[config.mk]
export PLATFORM = sky130hd
export DESIGN_NAME = rgb_led_effect_engine_unit
export DESIGN_NICKNAME = d
export VERILOG_FILES = /design/src/rtl/rlee_pkg.sv /design/src/rtl/rgb_led_effect_engine_unit.sv
export SDC_FILE = /design/constraint.sdc
export NUM_CORES = 1
export LEC_CHECK = 0
export BUFFER_PORTS_ARGS = -buffer_cell sky130_fd_sc_hd__buf_2
export CORE_ASPECT_RATIO = 1.1
export CORE_MARGIN = 1.5
export CORE_UTILIZATION = 65
export DETAILED_ROUTE_END_ITERATION = 8
export GPL_ROUTABILITY_DRIVEN = 0
export GPL_TIMING_DRIVEN = 0
export PLACE_DENSITY = 0.8
export REMOVE_ABC_BUFFERS = 1
export SLEW_MARGIN = 20
export SYNTH_ARGS = -nofsm -noshare
export SYNTH_HDL_FRONTEND = slang
export SYNTH_SLANG_ARGS = --single-unit
[constraint.sdc]
create_clock -name clk -period 8.84 [get_ports clk]
set_clock_uncertainty 0.05 [all_clocks]
set_input_delay 2.21 -clock clk [delete_from_list [all_inputs] [get_ports clk]]
set_output_delay 2.21 -clock clk [all_outputs]
set_load 0.005 [all_outputs]
[src/rtl/rlee_pkg.sv]
`timescale 1ns / 1ps
// Package for the RGB LED effect engine: register indexes, effect mode codes,
// duty scaling constants and reciprocal constants for the shared multiplier.
// No dependencies.
package rlee_pkg;

    // Configuration register indexes
    localparam logic [2:0] REG_EFFECT_MODE    = 3'd0;
    localparam logic [2:0] REG_POWER_ENABLE   = 3'd1;
    localparam logic [2:0] REG_RED_LEVEL      = 3'd2;
    localparam logic [2:0] REG_GREEN_LEVEL    = 3'd3;
    localparam logic [2:0] REG_BLUE_LEVEL     = 3'd4;
    localparam logic [2:0] REG_BRIGHTNESS_PCT = 3'd5;

    // Effect modes
    typedef enum logic [1:0] {
        MODE_STATIC    = 2'd0,
        MODE_RAINBOW   = 2'd1,
        MODE_BREATHING = 2'd2,
        MODE_BLINK     = 2'd3
    } effect_mode_t;

    // Shared multiplier geometry
    localparam int MUL_A_W = 24;
    localparam int MUL_B_W = 25;
    localparam int PROD_W  = MUL_A_W + MUL_B_W;

    // Full-scale PWM duty (1023) and duty field limit
    localparam logic [MUL_B_W-1:0] DUTY_MAX   = 25'd1023;
    localparam int                 DUTY_W     = 10;
    localparam logic [16:0]        DUTY_LIMIT = 17'd1023;

    // Reciprocals, rounded up; exact quotients over the operand ranges used:
    //   hue / 60   for hue < 1490
    //   p / 100    for p < 43690  (p <= 255 * 100)
    //   y / 255    for y < 16.9M  (y <= 255 * 1023)
    localparam logic [MUL_B_W-1:0] RECIP_60   = 25'd1093;
    localparam int                 SHIFT_60   = 16;
    localparam logic [MUL_B_W-1:0] RECIP_100  = 25'd5243;
    localparam int                 SHIFT_100  = 19;
    localparam logic [MUL_B_W-1:0] RECIP_255  = 25'd16843010;
    localparam int                 SHIFT_255  = 32;

    // Level limits
    localparam logic [6:0] LEVEL_FULL   = 7'd100;
    localparam logic [6:0] BREATH_FLOOR = 7'd10;
    localparam logic [8:0] HUE_WRAP     = 9'd360;

endpackage

[src/rtl/rgb_led_effect_engine_unit.sv]
`timescale 1ns / 1ps
// RGB LED effect engine: static, rainbow, breathing and blink effects turned
// into three PWM duties by one shared multiplier under a small sequencer.
// Depends on rlee_pkg.
//
//  channel   | signals                         | beat contents (low bit up)
//  ----------+---------------------------------+-------------------------------
//  input     | s_axis_tvalid/tready/tdata[7:0] | advance, 7 zero bits
//  output    | m_axis_tvalid/tready/tdata[31:0]| duty_red, duty_green,
//            |                                 | duty_blue, 2 zero bits
//  config    | cfg_we, cfg_index, cfg_data     | register index, write data
//
// A beat with advance = 0 goes from accept through ST_OUT to the result register.
// An advancing beat runs four passes through the multiplier and a store per color
// channel, after the ST_HUE and ST_COLOR hue-to-color steps in rainbow mode.
// Input is taken only in the idle state; a result held by a stalled output
// waits in the output register. Reset sets all state at once, no sweep.
module rgb_led_effect_engine_unit (
    input  logic        clk,
    input  logic        rst_n,
    input  logic        s_axis_tvalid,
    output logic        s_axis_tready,
    input  logic [7:0]  s_axis_tdata,   // [0] advance, [7:1] zero
    output logic        m_axis_tvalid,
    input  logic        m_axis_tready,
    output logic [31:0] m_axis_tdata,   // [9:0] duty_red, [19:10] duty_green,
                                        // [29:20] duty_blue, [31:30] zero
    input  logic        cfg_we,
    input  logic [2:0]  cfg_index,
    input  logic [7:0]  cfg_data
);
    import rlee_pkg::*;

    typedef enum logic [3:0] {
        ST_IDLE,
        ST_HUE,
        ST_COLOR,
        ST_CL,
        ST_DIV100,
        ST_DUTY,
        ST_DIV255,
        ST_STORE,
        ST_OUT
    } state_t;

    state_t             state_reg;
    effect_mode_t       mode_reg;
    logic               power_reg;
    logic [7:0]         red_reg;
    logic [7:0]         green_reg;
    logic [7:0]         blue_reg;
    logic [6:0]         bright_reg;

    logic [8:0]         hue_reg;
    logic [6:0]         breath_reg;
    logic               rising_reg;
    logic               blink_on_reg;

    logic [7:0]         color_reg [3];
    logic [6:0]         lvl_reg;
    logic [1:0]         chan_reg;
    logic [PROD_W-1:0]  prod_reg;
    logic [DUTY_W-1:0]  held_reg [3];
    logic               out_valid_reg;
    logic [31:0]        out_data_reg;

    logic [MUL_A_W-1:0] mul_a;
    logic [MUL_B_W-1:0] mul_b;
    logic [PROD_W-1:0]  prod_next;

    logic [6:0]         bright_sat;
    logic               in_beat;
    logic               out_free;

    // hue to color
    logic [3:0]         hue_q;
    logic [8:0]         hue_q60;
    logic [5:0]         hue_rem;
    logic [5:0]         hue_inv;
    logic [2:0]         sext;
    logic [9:0]         up_x17;
    logic [9:0]         down_x17;
    logic [7:0]         up_val;
    logic [7:0]         down_val;

    // duty finish
    logic [16:0]        duty_raw;
    logic [DUTY_W-1:0]  duty_val;

    // effect state step
    logic [7:0]         breath_step;
    logic [6:0]         breath_next;
    logic               rising_next;
    logic [9:0]         hue_plus;
    logic [8:0]         hue_next;

    assign s_axis_tready = (state_reg == ST_IDLE);
    assign in_beat       = s_axis_tvalid && s_axis_tready;
    assign out_free      = !out_valid_reg || m_axis_tready;
    assign m_axis_tvalid = out_valid_reg;
    assign m_axis_tdata  = out_data_reg;

    assign bright_sat = (bright_reg > LEVEL_FULL) ? LEVEL_FULL : bright_reg;

    // Shared multiplier operand select
    always_comb
    begin
        mul_a = '0;
        mul_b = '0;
        case (state_reg)
            ST_HUE:
            begin
                mul_a = MUL_A_W'(hue_reg);
                mul_b = RECIP_60;
            end
            ST_CL:
            begin
                mul_a = MUL_A_W'(color_reg[chan_reg]);
                mul_b = MUL_B_W'(lvl_reg);
            end
            ST_DIV100:
            begin
                mul_a = MUL_A_W'(prod_reg[14:0]);
                mul_b = RECIP_100;
            end
            ST_DUTY:
            begin
                mul_a = MUL_A_W'(prod_reg[SHIFT_100 +: 8]);
                mul_b = DUTY_MAX;
            end
            ST_DIV255:
            begin
                mul_a = prod_reg[MUL_A_W-1:0];
                mul_b = RECIP_255;
            end
            default:
            begin
                mul_a = '0;
                mul_b = '0;
            end
        endcase
    end

    assign prod_next = PROD_W'(mul_a) * PROD_W'(mul_b);

    // Sextant and position inside it; 255/60 reduces to 17/4
    assign hue_q    = prod_reg[SHIFT_60 +: 4];
    assign hue_q60  = (9'(hue_q) << 6) - (9'(hue_q) << 2);
    assign hue_rem  = 6'(hue_reg - hue_q60);
    assign hue_inv  = 6'd60 - hue_rem;
    assign sext     = (hue_q >= 4'd6) ? 3'(hue_q - 4'd6) : hue_q[2:0];
    assign up_x17   = (10'(hue_rem) << 4) + 10'(hue_rem);
    assign down_x17 = (10'(hue_inv) << 4) + 10'(hue_inv);
    assign up_val   = up_x17[9:2];
    assign down_val = down_x17[9:2];

    // Duty saturation and power gating
    assign duty_raw = prod_reg[SHIFT_255 +: 17];
    always_comb
    begin
        if (!power_reg)
            duty_val = '0;
        else if (duty_raw > DUTY_LIMIT)
            duty_val = DUTY_LIMIT[DUTY_W-1:0];
        else
            duty_val = duty_raw[DUTY_W-1:0];
    end

    // Breathing ramp and hue step
    always_comb
    begin
        if (rising_reg)
            breath_step = 8'(breath_reg) + 8'd2;
        else if (breath_reg >= 7'd2)
            breath_step = 8'(breath_reg) - 8'd2;
        else
            breath_step = 8'd0;

        if (breath_step >= 8'(LEVEL_FULL))
        begin
            breath_next = LEVEL_FULL;
            rising_next = 1'b0;
        end
        else if (breath_step <= 8'(BREATH_FLOOR))
        begin
            breath_next = BREATH_FLOOR;
            rising_next = 1'b1;
        end
        else
        begin
            breath_next = breath_step[6:0];
            rising_next = rising_reg;
        end

        hue_plus = 10'(hue_reg) + 10'd2;
        if (hue_plus >= 10'(HUE_WRAP))
            hue_next = 9'(hue_plus - 10'(HUE_WRAP));
        else
            hue_next = hue_plus[8:0];
    end

    // Sequencer, effect state, configuration and output register
    always_ff @(posedge clk or negedge rst_n)
    begin
        if (!rst_n)
        begin
            state_reg     <= ST_IDLE;
            mode_reg      <= MODE_STATIC;
            power_reg     <= 1'b1;
            red_reg       <= 8'd255;
            green_reg     <= 8'd255;
            blue_reg      <= 8'd255;
            bright_reg    <= 7'd50;
            hue_reg       <= '0;
            breath_reg    <= BREATH_FLOOR;
            rising_reg    <= 1'b1;
            blink_on_reg  <= 1'b0;
            color_reg[0]  <= '0;
            color_reg[1]  <= '0;
            color_reg[2]  <= '0;
            lvl_reg       <= '0;
            chan_reg      <= '0;
            prod_reg      <= '0;
            held_reg[0]   <= '0;
            held_reg[1]   <= '0;
            held_reg[2]   <= '0;
            out_valid_reg <= 1'b0;
            out_data_reg  <= '0;
        end
        else
        begin
            // taken result leaves, unless a new one is loaded below
            if (out_valid_reg && m_axis_tready && (state_reg != ST_OUT))
                out_valid_reg <= 1'b0;

            case (state_reg)
                ST_IDLE:
                begin
                    if (in_beat)
                    begin
                        chan_reg     <= '0;
                        color_reg[0] <= red_reg;
                        color_reg[1] <= green_reg;
                        color_reg[2] <= blue_reg;
                        lvl_reg      <= bright_sat;
                        if (!s_axis_tdata[0])
                            state_reg <= ST_OUT;
                        else
                        begin
                            case (mode_reg)
                                MODE_RAINBOW:   state_reg <= ST_HUE;
                                MODE_BREATHING:
                                begin
                                    lvl_reg   <= breath_reg;
                                    state_reg <= ST_CL;
                                end
                                MODE_BLINK:
                                begin
                                    // off phase shows black
                                    if (!blink_on_reg)
                                    begin
                                        color_reg[0] <= '0;
                                        color_reg[1] <= '0;
                                        color_reg[2] <= '0;
                                        lvl_reg      <= '0;
                                    end
                                    state_reg <= ST_CL;
                                end
                                default:        state_reg <= ST_CL;
                            endcase
                        end
                    end
                end
                ST_HUE:
                begin
                    prod_reg  <= prod_next;
                    state_reg <= ST_COLOR;
                end
                ST_COLOR:
                begin
                    case (sext)
                        3'd0:
                        begin
                            color_reg[0] <= 8'd255;
                            color_reg[1] <= up_val;
                            color_reg[2] <= 8'd0;
                        end
                        3'd1:
                        begin
                            color_reg[0] <= down_val;
                            color_reg[1] <= 8'd255;
                            color_reg[2] <= 8'd0;
                        end
                        3'd2:
                        begin
                            color_reg[0] <= 8'd0;
                            color_reg[1] <= 8'd255;
                            color_reg[2] <= up_val;
                        end
                        3'd3:
                        begin
                            color_reg[0] <= 8'd0;
                            color_reg[1] <= down_val;
                            color_reg[2] <= 8'd255;
                        end
                        3'd4:
                        begin
                            color_reg[0] <= up_val;
                            color_reg[1] <= 8'd0;
                            color_reg[2] <= 8'd255;
                        end
                        default:
                        begin
                            color_reg[0] <= 8'd255;
                            color_reg[1] <= 8'd0;
                            color_reg[2] <= down_val;
                        end
                    endcase
                    state_reg <= ST_CL;
                end
                ST_CL:
                begin
                    prod_reg  <= prod_next;
                    state_reg <= ST_DIV100;
                end
                ST_DIV100:
                begin
                    prod_reg  <= prod_next;
                    state_reg <= ST_DUTY;
                end
                ST_DUTY:
                begin
                    prod_reg  <= prod_next;
                    state_reg <= ST_DIV255;
                end
                ST_DIV255:
                begin
                    prod_reg  <= prod_next;
                    state_reg <= ST_STORE;
                end
                ST_STORE:
                begin
                    held_reg[chan_reg] <= duty_val;
                    if (chan_reg == 2'd2)
                    begin
                        // last channel done: step the effect
                        case (mode_reg)
                            MODE_RAINBOW:   hue_reg <= hue_next;
                            MODE_BREATHING:
                            begin
                                breath_reg <= breath_next;
                                rising_reg <= rising_next;
                            end
                            MODE_BLINK:     blink_on_reg <= !blink_on_reg;
                            default:        ;
                        endcase
                        state_reg <= ST_OUT;
                    end
                    else
                    begin
                        chan_reg  <= chan_reg + 2'd1;
                        state_reg <= ST_CL;
                    end
                end
                ST_OUT:
                begin
                    if (out_free)
                    begin
                        out_valid_reg <= 1'b1;
                        out_data_reg  <= {2'b00, held_reg[2], held_reg[1], held_reg[0]};
                        state_reg     <= ST_IDLE;
                    end
                end
                default: state_reg <= ST_IDLE;
            endcase

            // Register writes; a mode write restarts hue and breathing
            if (cfg_we)
            begin
                case (cfg_index)
                    REG_EFFECT_MODE:
                    begin
                        mode_reg   <= effect_mode_t'(cfg_data[1:0]);
                        hue_reg    <= '0;
                        breath_reg <= BREATH_FLOOR;
                        rising_reg <= 1'b1;
                    end
                    REG_POWER_ENABLE:   power_reg  <= cfg_data[0];
                    REG_RED_LEVEL:      red_reg    <= cfg_data;
                    REG_GREEN_LEVEL:    green_reg  <= cfg_data;
                    REG_BLUE_LEVEL:     blue_reg   <= cfg_data;
                    REG_BRIGHTNESS_PCT: bright_reg <= cfg_data[6:0];
                    default:            ;
                endcase
            end
        end
    end

endmodule

==> results of run 1 <==
-- worst max-delay path, stage by stage (launching register included) --
cell	delay, ns
sky130_fd_sc_hd__dfrtp_1	0.66
sky130_fd_sc_hd__nand2b_2	0.48
sky130_fd_sc_hd__nor2_4	0.31
sky130_fd_sc_hd__nand2_1	0.29
sky130_fd_sc_hd__nand3_2	0.27
sky130_fd_sc_hd__o21ai_0	0.22
sky130_fd_sc_hd__fa_1	0.59
sky130_fd_sc_hd__inv_1	0.06
sky130_fd_sc_hd__fa_1	0.50
sky130_fd_sc_hd__inv_1	0.05
sky130_fd_sc_hd__fa_1	0.48
sky130_fd_sc_hd__inv_1	0.05
sky130_fd_sc_hd__fa_1	0.50
sky130_fd_sc_hd__inv_1	0.06
sky130_fd_sc_hd__fa_1	0.54
sky130_fd_sc_hd__inv_1	0.05
sky130_fd_sc_hd__fa_1	0.48
sky130_fd_sc_hd__fa_1	0.40
sky130_fd_sc_hd__ha_1	0.46
sky130_fd_sc_hd__a21oi_1	0.41
sky130_fd_sc_hd__o211ai_1	0.13
sky130_fd_sc_hd__a2bb2oi_1	0.16
sky130_fd_sc_hd__o2bb2ai_1	0.14
sky130_fd_sc_hd__a41oi_1	0.32
sky130_fd_sc_hd__nand2b_1	0.19
sky130_fd_sc_hd__a31oi_1	0.24
sky130_fd_sc_hd__xor2_1	0.17
sky130_fd_sc_hd__a21oi_1	0.09
-- cells by family after synthesis --
group	count (synthesis)	synth area share
AND/OR/NAND/NOR	606	0.1338
buffers and inverters	469	0.08484
adder cells (fa/ha/maj)	460	0.3624
AO/OA/AOI/OAI	420	0.1232
flip-flops	193	0.2307
multiplexers	80	0.04186
XOR/XNOR	55	0.02283
other	2	0.0003559
-- area by class of cell --
class | count | area, µm² | share of cell area
flip-flops and latches | 193 | 4870 | 0.2138
clock buffers | 20 | 446.7 | 0.01961
inverters | 375 | 1408 | 0.06181
well taps | 426 | 533.0 | 0.02340
repair buffers | 61 | 406.6 | 0.01786
clock inverters | 12 | 130.1 | 0.005714
multi-input cells | 1735 | 14980 | 0.6578
-- layer usage --
metal	track usage	share of wire	up-vias	wire length, µm
li1	-	-	7574	-
met1	0.3990	0.38	8260	20050
met2	0.5679	0.49	741	25850
met3	0.04671	0.067	217	3497
met4	0.1831	0.058	0	3035
met5	0	0	-	0
-- stage by stage --
stage | area [µm²] | setup WS (ns)
after floorplan | 21140 | 1.053
after global placement | 21910 | -0.7897
after detailed placement | 22120 | -0.4310
after global routing | 22770 | -0.05333
after CTS | 22710 | 0.01779
final | 22770 | 0.2983
-- worst max path at each step --
stage / start / end / slack [ns] / depth (start not counted)
after floorplan: state_reg[2] / prod_reg[41] / 1.05 / 26
after global placement: state_reg[2] / prod_reg[40] / -0.79 / 27
after detailed placement: state_reg[2] / prod_reg[40] / -0.43 / 27
after CTS: state_reg[2] / prod_reg[40] / 0.02 / 27
after global routing: state_reg[3] / prod_reg[37] / -0.05 / 27
final: state_reg[3] / prod_reg[40] / 0.30 / 27
-- what timing repair did --
action                     4_1_cts  5_1_grt
buffers inserted                 0        4
resized for setup                2        8
pin swaps                        0        1
setup endpoints to repair       19       20
-- placed cells by master, fill, tap and decap left out, types with 5 or more instances in the layout --
| cell | instances |
|---|---|
| sky130_fd_sc_hd__mux2_2 | 66 |
| sky130_fd_sc_hd__a21oi_1 | 115 |
| sky130_fd_sc_hd__nor2b_1 | 11 |
| sky130_fd_sc_hd__a22o_1 | 5 |
| sky130_fd_sc_hd__xor2_1 | 24 |
| sky130_fd_sc_hd__a22oi_1 | 13 |
| sky130_fd_sc_hd__buf_4 | 5 |
| sky130_fd_sc_hd__clkbuf_16 | 17 |
| sky130_fd_sc_hd__or3_1 | 8 |
| sky130_fd_sc_hd__xnor2_1 | 31 |
| sky130_fd_sc_hd__dfrtp_1 | 161 |
| sky130_fd_sc_hd__ha_1 | 208 |
| sky130_fd_sc_hd__o21a_1 | 9 |
| sky130_fd_sc_hd__nand3b_1 | 7 |
| sky130_fd_sc_hd__nor3_1 | 23 |
| sky130_fd_sc_hd__nor2_1 | 125 |
| sky130_fd_sc_hd__o22ai_1 | 8 |
| sky130_fd_sc_hd__inv_1 | 375 |
| sky130_fd_sc_hd__nor4_1 | 5 |
| sky130_fd_sc_hd__dfstp_2 | 31 |
| sky130_fd_sc_hd__a31oi_1 | 24 |
| sky130_fd_sc_hd__and2_1 | 55 |
| sky130_fd_sc_hd__o21bai_1 | 10 |
| sky130_fd_sc_hd__a21o_1 | 23 |
| sky130_fd_sc_hd__buf_6 | 5 |
| sky130_fd_sc_hd__o211ai_1 | 8 |
| sky130_fd_sc_hd__and3_1 | 17 |
| sky130_fd_sc_hd__fa_1 | 252 |
| sky130_fd_sc_hd__conb_1 | 114 |
| sky130_fd_sc_hd__mux2i_1 | 14 |
| sky130_fd_sc_hd__or2_2 | 7 |
| sky130_fd_sc_hd__a221oi_1 | 13 |
| sky130_fd_sc_hd__buf_2 | 47 |
| sky130_fd_sc_hd__nand4_1 | 18 |
| sky130_fd_sc_hd__o21ai_0 | 139 |
| sky130_fd_sc_hd__nand3_1 | 30 |
| sky130_fd_sc_hd__nand2_1 | 251 |
| sky130_fd_sc_hd__nand2b_1 | 13 |
| sky130_fd_sc_hd__a211oi_1 | 8 |
==> impl.org, run 1 <==
** Detailed routing
- For this run, design rule violations remaining after detail routing come to 0.
- For this run, the detailed router's first-pass iteration total came to 7.
- Wirelength, routed :: 52,430 µm
- The detailed router finished its first iteration with 1,375 violations.
- Via count :: 16,790
- Post-detailed-route via-to-cell ratio :: 5.950
- The detail route stage leaves a number of antenna-violating nets equal to 0.
- After detailed routing, the average wire length per cell comes to 18.58 µm.

** Synth
- Area fraction of the dominant cell type after synthesis :: 0.2391
- During synthesis, Yosys emitted a total of 0 warnings.
- The share of the Yosys chip area taken by registers is 0.2307.
- Among all flip-flop cells after synthesis, the most frequent one is sky130_fd_sc_hd__dfrtp_1.
- Cell taking the most area after synthesis :: sky130_fd_sc_hd__fa_1
- Cell count after synthesis :: 2,285
- After synthesis, the most frequently instantiated cells are 375 x sky130_fd_sc_hd__inv_1, 252 x sky130_fd_sc_hd__fa_1, 251 x sky130_fd_sc_hd__nand2_1.
- Number of enable flip-flop cells after synthesis :: 0
- In this run the cell area of the synthesized design comes to 21,100 µm².
- After synthesis the netlist holds a flip-flop and latch count of 193.
- Mean cell area of the mapped netlist :: 9.235 µm²
- Library cell with the highest instance count after synthesis :: sky130_fd_sc_hd__inv_1
- Cell types with the largest area share after synthesis :: sky130_fd_sc_hd__fa_1 24%, sky130_fd_sc_hd__dfrtp_1 19%, sky130_fd_sc_hd__ha_1 12%, sky130_fd_sc_hd__inv_1 6.7%, sky130_fd_sc_hd__nand2_1 4.5%
- Count of unique library cells instantiated by Yosys :: 79
- In the synthesized netlist the async set-or-reset flop fraction comes to 1.000.

** CTS
- CTS HTree Levels :: 4
- Cell at the root of the clock tree :: sky130_fd_sc_hd__clkbuf_16
- TritonCTS created 17 clock buffers.
- The later pin in the worst-skew pair is clocked with a latency of 0.45 ns.
- CTS Sinks :: 193
- TritonCTS built the clock tree.
- CTS hold repair buffers :: 0
- Counting along the longest clock path gives a buffer depth of 2.
- Reg clk slew, reported paths :: 0.07 ns

** Floorplan
- Placeable core region :: 32,120 µm²
- The floorplan has 69 rows.
- In this run the vertical extent of the chip is 192.0 µm.
- Area of the die :: 33,560 µm²
- In this run the horizontal extent of the chip is 174.8 µm.
- During I/O placement, the number of pins put on the boundary was 58.
- The initial utilization of the core area, before any placement, comes to 0.6571.

** Hold path
- The worst hold path belongs to the class flip-flop to flip-flop.
- Instance count along the most critical hold path :: 2
- Terminating pin of the worst hold path :: held_reg[24]
- Hold Crit Start :: held_reg[24]

** Cells and area
- The register with the most flip-flops in the layout has 44 of them.
- Area growth from synthesis to layout :: 7.921%
- Number of fillers in the final layout :: 2,428
- 0 antenna diodes ended up in the layout.
- Final nets :: 2,867
- After the flow finishes, the layout carries non-filler instances totaling 2,822.
- In the final layout, the share of cells above drive strength 1 is 0.09558.
- Once layout is complete, the utilization of the core stands at 0.7091.

** Worst setup path
- Data on the critical path is required at its endpoint by 9.08 ns.
- FF-to-FF Start :: state_reg[3]
- Count of cells along the worst register-to-register path :: 27
- The worst setup path is captured at a flip-flop.
- The worst setup path is launched from a flip-flop.
- The endpoint identified for the worst register-to-register timing path is prod_reg[40].
- Classification of the worst setup path :: flip-flop to flip-flop
- Highest net fanout along the worst path :: 15
- In this run the register-to-register setup slack is 0.30 ns.
- STA puts the critical path data arrival time at 8.78 ns.

** STA
- Measured slew at the worst slew-check pin :: 1.156 ns
- In this run the tightest slew margin relative to its limit is 0.2233.
- Upper clock frequency limit :: 0.1171 GHz
- Dividing the final minimum period by the clock period gives 0.9663.
- Time the worst path needs with I/O delays and setup :: 8.542 ns
- Setup total negative slack on the finished layout was measured at 0 ns.
- Worst hold-check slack :: 0.4278 ns
- Setup violations remaining at the end of the flow were counted as 0.
- The number of max-slew violations in the final report was 0.
- The number of endpoints with negative hold slack in the final report was 0.

** Global route
- In the global route stage, overall resource usage came out at 0.3291.
- Initial antenna violation count :: 0
- The first global-routing pass estimated 86,270 µm of wire.
- Largest net degree at the start of global routing :: 100
- After global routing the overflow that remains totals 0.
- Via count of the first global-routing pass :: 17,360

** Place
- Placed wire-length estimate after detailed placement :: 42,320 µm
- After detailed placement, the design holds a cell count of 2,786.
- Input and output buffers added on the ports amount to 48.

** Job
- Number of maximum-capacitance violations :: 0

** Status
- The flow ran to the end, and the final reports show no timing, DRC or antenna violations.
Power of run 1 is left out: the tool's default activity adds up to more than one toggle a clock period on the data nets, which glitch-free logic cannot reach.
==> run 2, diff against run 1 <==
Settings changed: CAP_MARGIN set to 20, GPL_TIMING_DRIVEN 0 to not set.
==> run 2 against run 1 <==
Effect of this change: critical path depth is 1 lower; critical path type unchanged; via count is 1.4% lower; flip-flop and latch count stayed put; highest routed layer unchanged; die area stayed put; maximum frequency is 3.9% higher.
==> impl.org, run 2 (synthesized netlist as in run 1, its figures left out) <==
** Detailed routing
- The iteration count of the initial detailed-routing pass came to 9 (was 7).
- Number of design rule violations left after detail routing :: 0 (unchanged)
- Post-DR wirelength/cell :: 18.35 µm (was 18.58 µm)
- Number of DRC markers in iteration 0 :: 1,281 (was 1,375)
- Via count :: 16,550 (was 16,790)
- ANT nets after route :: 0 (unchanged)
- The ratio of routed vias to standard cells was 5.842 (was 5.950).
- Wirelength, routed :: 51,990 µm (was 52,430 µm)

** Cells and area
- The count of nets after finishing was 2,878 (was 2,867).
- The share of layout cells above drive strength 1 was 0.09306 (was 0.09558).
- Area growth from synthesis to layout :: 7.642% (was 7.921%)
- The utilization of the core after routing is 0.7073 (was 0.7091).
- Most frequent cells in the layout :: 375 x sky130_fd_sc_hd__inv_1, 252 x sky130_fd_sc_hd__fa_1, 251 x sky130_fd_sc_hd__nand2_1 (unchanged)
- Number of antenna repair diodes :: 0 (unchanged)
- The number of flip-flops under the largest register name was 44 (unchanged).
- The most frequent standard cell in the layout excluding fill and tap cells is sky130_fd_sc_hd__inv_1 (unchanged).

** STA
- Final worst path period share :: 0.9302 (was 0.9663)
- The slew at the pin with the worst max-slew slack was 0.9650 ns (was 1.156 ns).
- Number of setup violations in the final report :: 0 (unchanged)
- Setup repair after global routing missed its margin :: no
- The number of endpoints with negative hold slack in the final report was 0 (unchanged).
- The maximum clock frequency was 0.1216 GHz (was 0.1171 GHz).
- Worst rel slew slack :: 0.3567 (was 0.2233)
- Time the worst path needs with I/O delays and setup :: 8.223 ns (was 8.542 ns)
- Setup tns final :: 0 ns (unchanged)
- The number of max-slew violations in the final report was 0 (unchanged).

** CTS
- The largest buffer count on any clock path is 2 (unchanged).
- Cell at the root of the clock tree :: sky130_fd_sc_hd__clkbuf_16 (unchanged)
- TritonCTS Buffers :: 17 (unchanged)
- The number of buffers inserted to repair setup after CTS was 0 (unchanged).
- CTS HTree Levels :: 4 (unchanged)
- The worst-skew pair later-pin latency came to 0.44 ns (was 0.45 ns).
- Reg clk slew, reported paths :: 0.07 ns (about the same)
- CTS hold repair buffers :: 0 (unchanged)
- The CTS sink count came to 193 (unchanged).
- Resize count post-CTS :: 0 (was 2)
- The TritonCTS clock tree is yes (unchanged).

** Worst setup path
- The worst flop-to-flop path startpoint is state_reg[2] (was state_reg[3]).
- Required time worst endpoint :: 9.12 ns (was 9.08 ns)
- Worst Path Arrival :: 8.50 ns (was 8.78 ns)
- The type of element launching the critical path is a flip-flop (unchanged).
- The worst reg2reg path endpoint was prod_reg[46] (was prod_reg[40]).
- Highest net fanout along the worst path :: 24 (was 15)
- The cell depth of the worst flop-to-flop path is 26 (was 27).
- The startpoint-to-endpoint class of the critical path is flip-flop to flip-flop (unchanged).
- The internal reg-to-reg setup slack came to 0.62 ns (was 0.30 ns).
- Critical path endpoint category :: flip-flop (unchanged)

** Floorplan
- The die height is 192.0 µm (unchanged).
- The effective utilization at floorplan came to 0.6571 (unchanged).
- I/O Pins :: 58 (unchanged)
- The floorplan die area came to 33,560 µm² (unchanged).
- Placeable core region :: 32,120 µm² (unchanged)
- Die X :: 174.8 µm (unchanged)
- The row count came to 69 (unchanged).

** Global route
- Via count of the first global-routing pass :: 17,090 (was 17,360)
- The overall fraction of global-route tracks in use was 0.3241 (was 0.3291).
- The number of antenna violations at the first check in global routing came to 0 (unchanged).
- The overall overflow remaining after global route was 0 (unchanged).
- Global-route wire length before repair :: 84,890 µm (was 86,270 µm)
- Largest net degree at the start of global routing :: 125 (was 100)

** Job
- The max-cap violation count came to 0 (unchanged).

** Hold path
- Terminating pin of the worst hold path :: color_reg[11] (was held_reg[24])
- Class of the tightest hold or removal check :: flip-flop to flip-flop (unchanged)
- The count of cells along the worst hold path is 2 (unchanged).
- Hold Crit Start :: color_reg[11] (was held_reg[24])

** Place
- The placed wire-length estimate came to 41,680 µm (was 42,320 µm).
- The port buffer count is 48 (unchanged).

** Status
- Run status :: completed (unchanged)
[run 2: cell count changes in the layout (fill, tap and decap cells not counted), sizes merged]
cell	previous run	this run
clkinv	6	4
clkbuf	20	22
clkinvlp	1	0
buf	61	71
bufinv	1	2
inv	379	380
[run 2: how the worst max path moves through the flow]
stage | depth (start not counted) | endpoint | slack [ns] | from
2_1_floorplan | 26 | prod_reg[41] | 1.05 | state_reg[2]
3_3_place_gp | 28 | prod_reg[44] | 0.88 | state_reg[2]
3_5_place_dp | 28 | prod_reg[44] | 0.78 | state_reg[2]
4_1_cts | 26 | prod_reg[44] | 0.72 | state_reg[2]
5_1_grt | 28 | prod_reg[44] | 0.23 | state_reg[2]
6_report | 26 | prod_reg[46] | 0.62 | state_reg[2]
[run 2: critical path: stages, from the launching register on]
cell	delay, ns
sky130_fd_sc_hd__dfrtp_1	0.67
sky130_fd_sc_hd__nand2b_1	0.34
sky130_fd_sc_hd__nor2_1	0.21
sky130_fd_sc_hd__buf_4	0.32
sky130_fd_sc_hd__and2_1	0.28
sky130_fd_sc_hd__and2_1	0.32
sky130_fd_sc_hd__inv_1	0.09
sky130_fd_sc_hd__fa_1	0.46
sky130_fd_sc_hd__fa_1	0.49
sky130_fd_sc_hd__inv_1	0.05
sky130_fd_sc_hd__fa_1	0.48
sky130_fd_sc_hd__fa_1	0.53
sky130_fd_sc_hd__fa_1	0.51
sky130_fd_sc_hd__inv_1	0.05
sky130_fd_sc_hd__fa_1	0.45
sky130_fd_sc_hd__fa_1	0.52
sky130_fd_sc_hd__inv_1	0.05
sky130_fd_sc_hd__ha_1	0.37
sky130_fd_sc_hd__a21oi_1	0.10
sky130_fd_sc_hd__o21ai_0	0.47
sky130_fd_sc_hd__a2bb2oi_1	0.29
sky130_fd_sc_hd__o2bb2ai_1	0.14
sky130_fd_sc_hd__a41oi_1	0.10
sky130_fd_sc_hd__a211o_1	0.34
sky130_fd_sc_hd__nor2_1	0.17
sky130_fd_sc_hd__nand4bb_1	0.15
sky130_fd_sc_hd__nand3_1	0.08
[run 2: area by class of cell]
class,instances,area (µm²)
Inverter,375,1408
Clock inverter,11,147.6
Tap cell,426,533.0
Fill cell,2416,9400
Timing Repair Buffer,72,429.2
Multi-Input combinational cell,1735,14880
Clock buffer,21,450.4
Sequential cell,193,4868
[run 2: layer usage]
metal / routed length, µm / part of all wire / global-route usage
met1: 20070 / 0.39 / 0.3978
met5: 0 / 0 / 0
met3: 3176 / 0.061 / 0.03741
met2: 26270 / 0.51 / 0.5722
met4: 2474 / 0.048 / 0.1548
[run 2: per-stage QoR]
step	setup slack, ns	hold slack, ns	area, µm²	std cells
3_5_place_dp	0.7826	0.4166	22120	2801
4_1_cts	0.7223	0.4329	22720	2833
6_report	0.6174	0.4332	22720	2833
2_1_floorplan	1.053	0.3900	21140	2303
3_3_place_gp	0.8818	0.4013	22110	2801
5_1_grt	0.2270	0.4501	22720	2833
Power of run 2 is left out for the same reason.
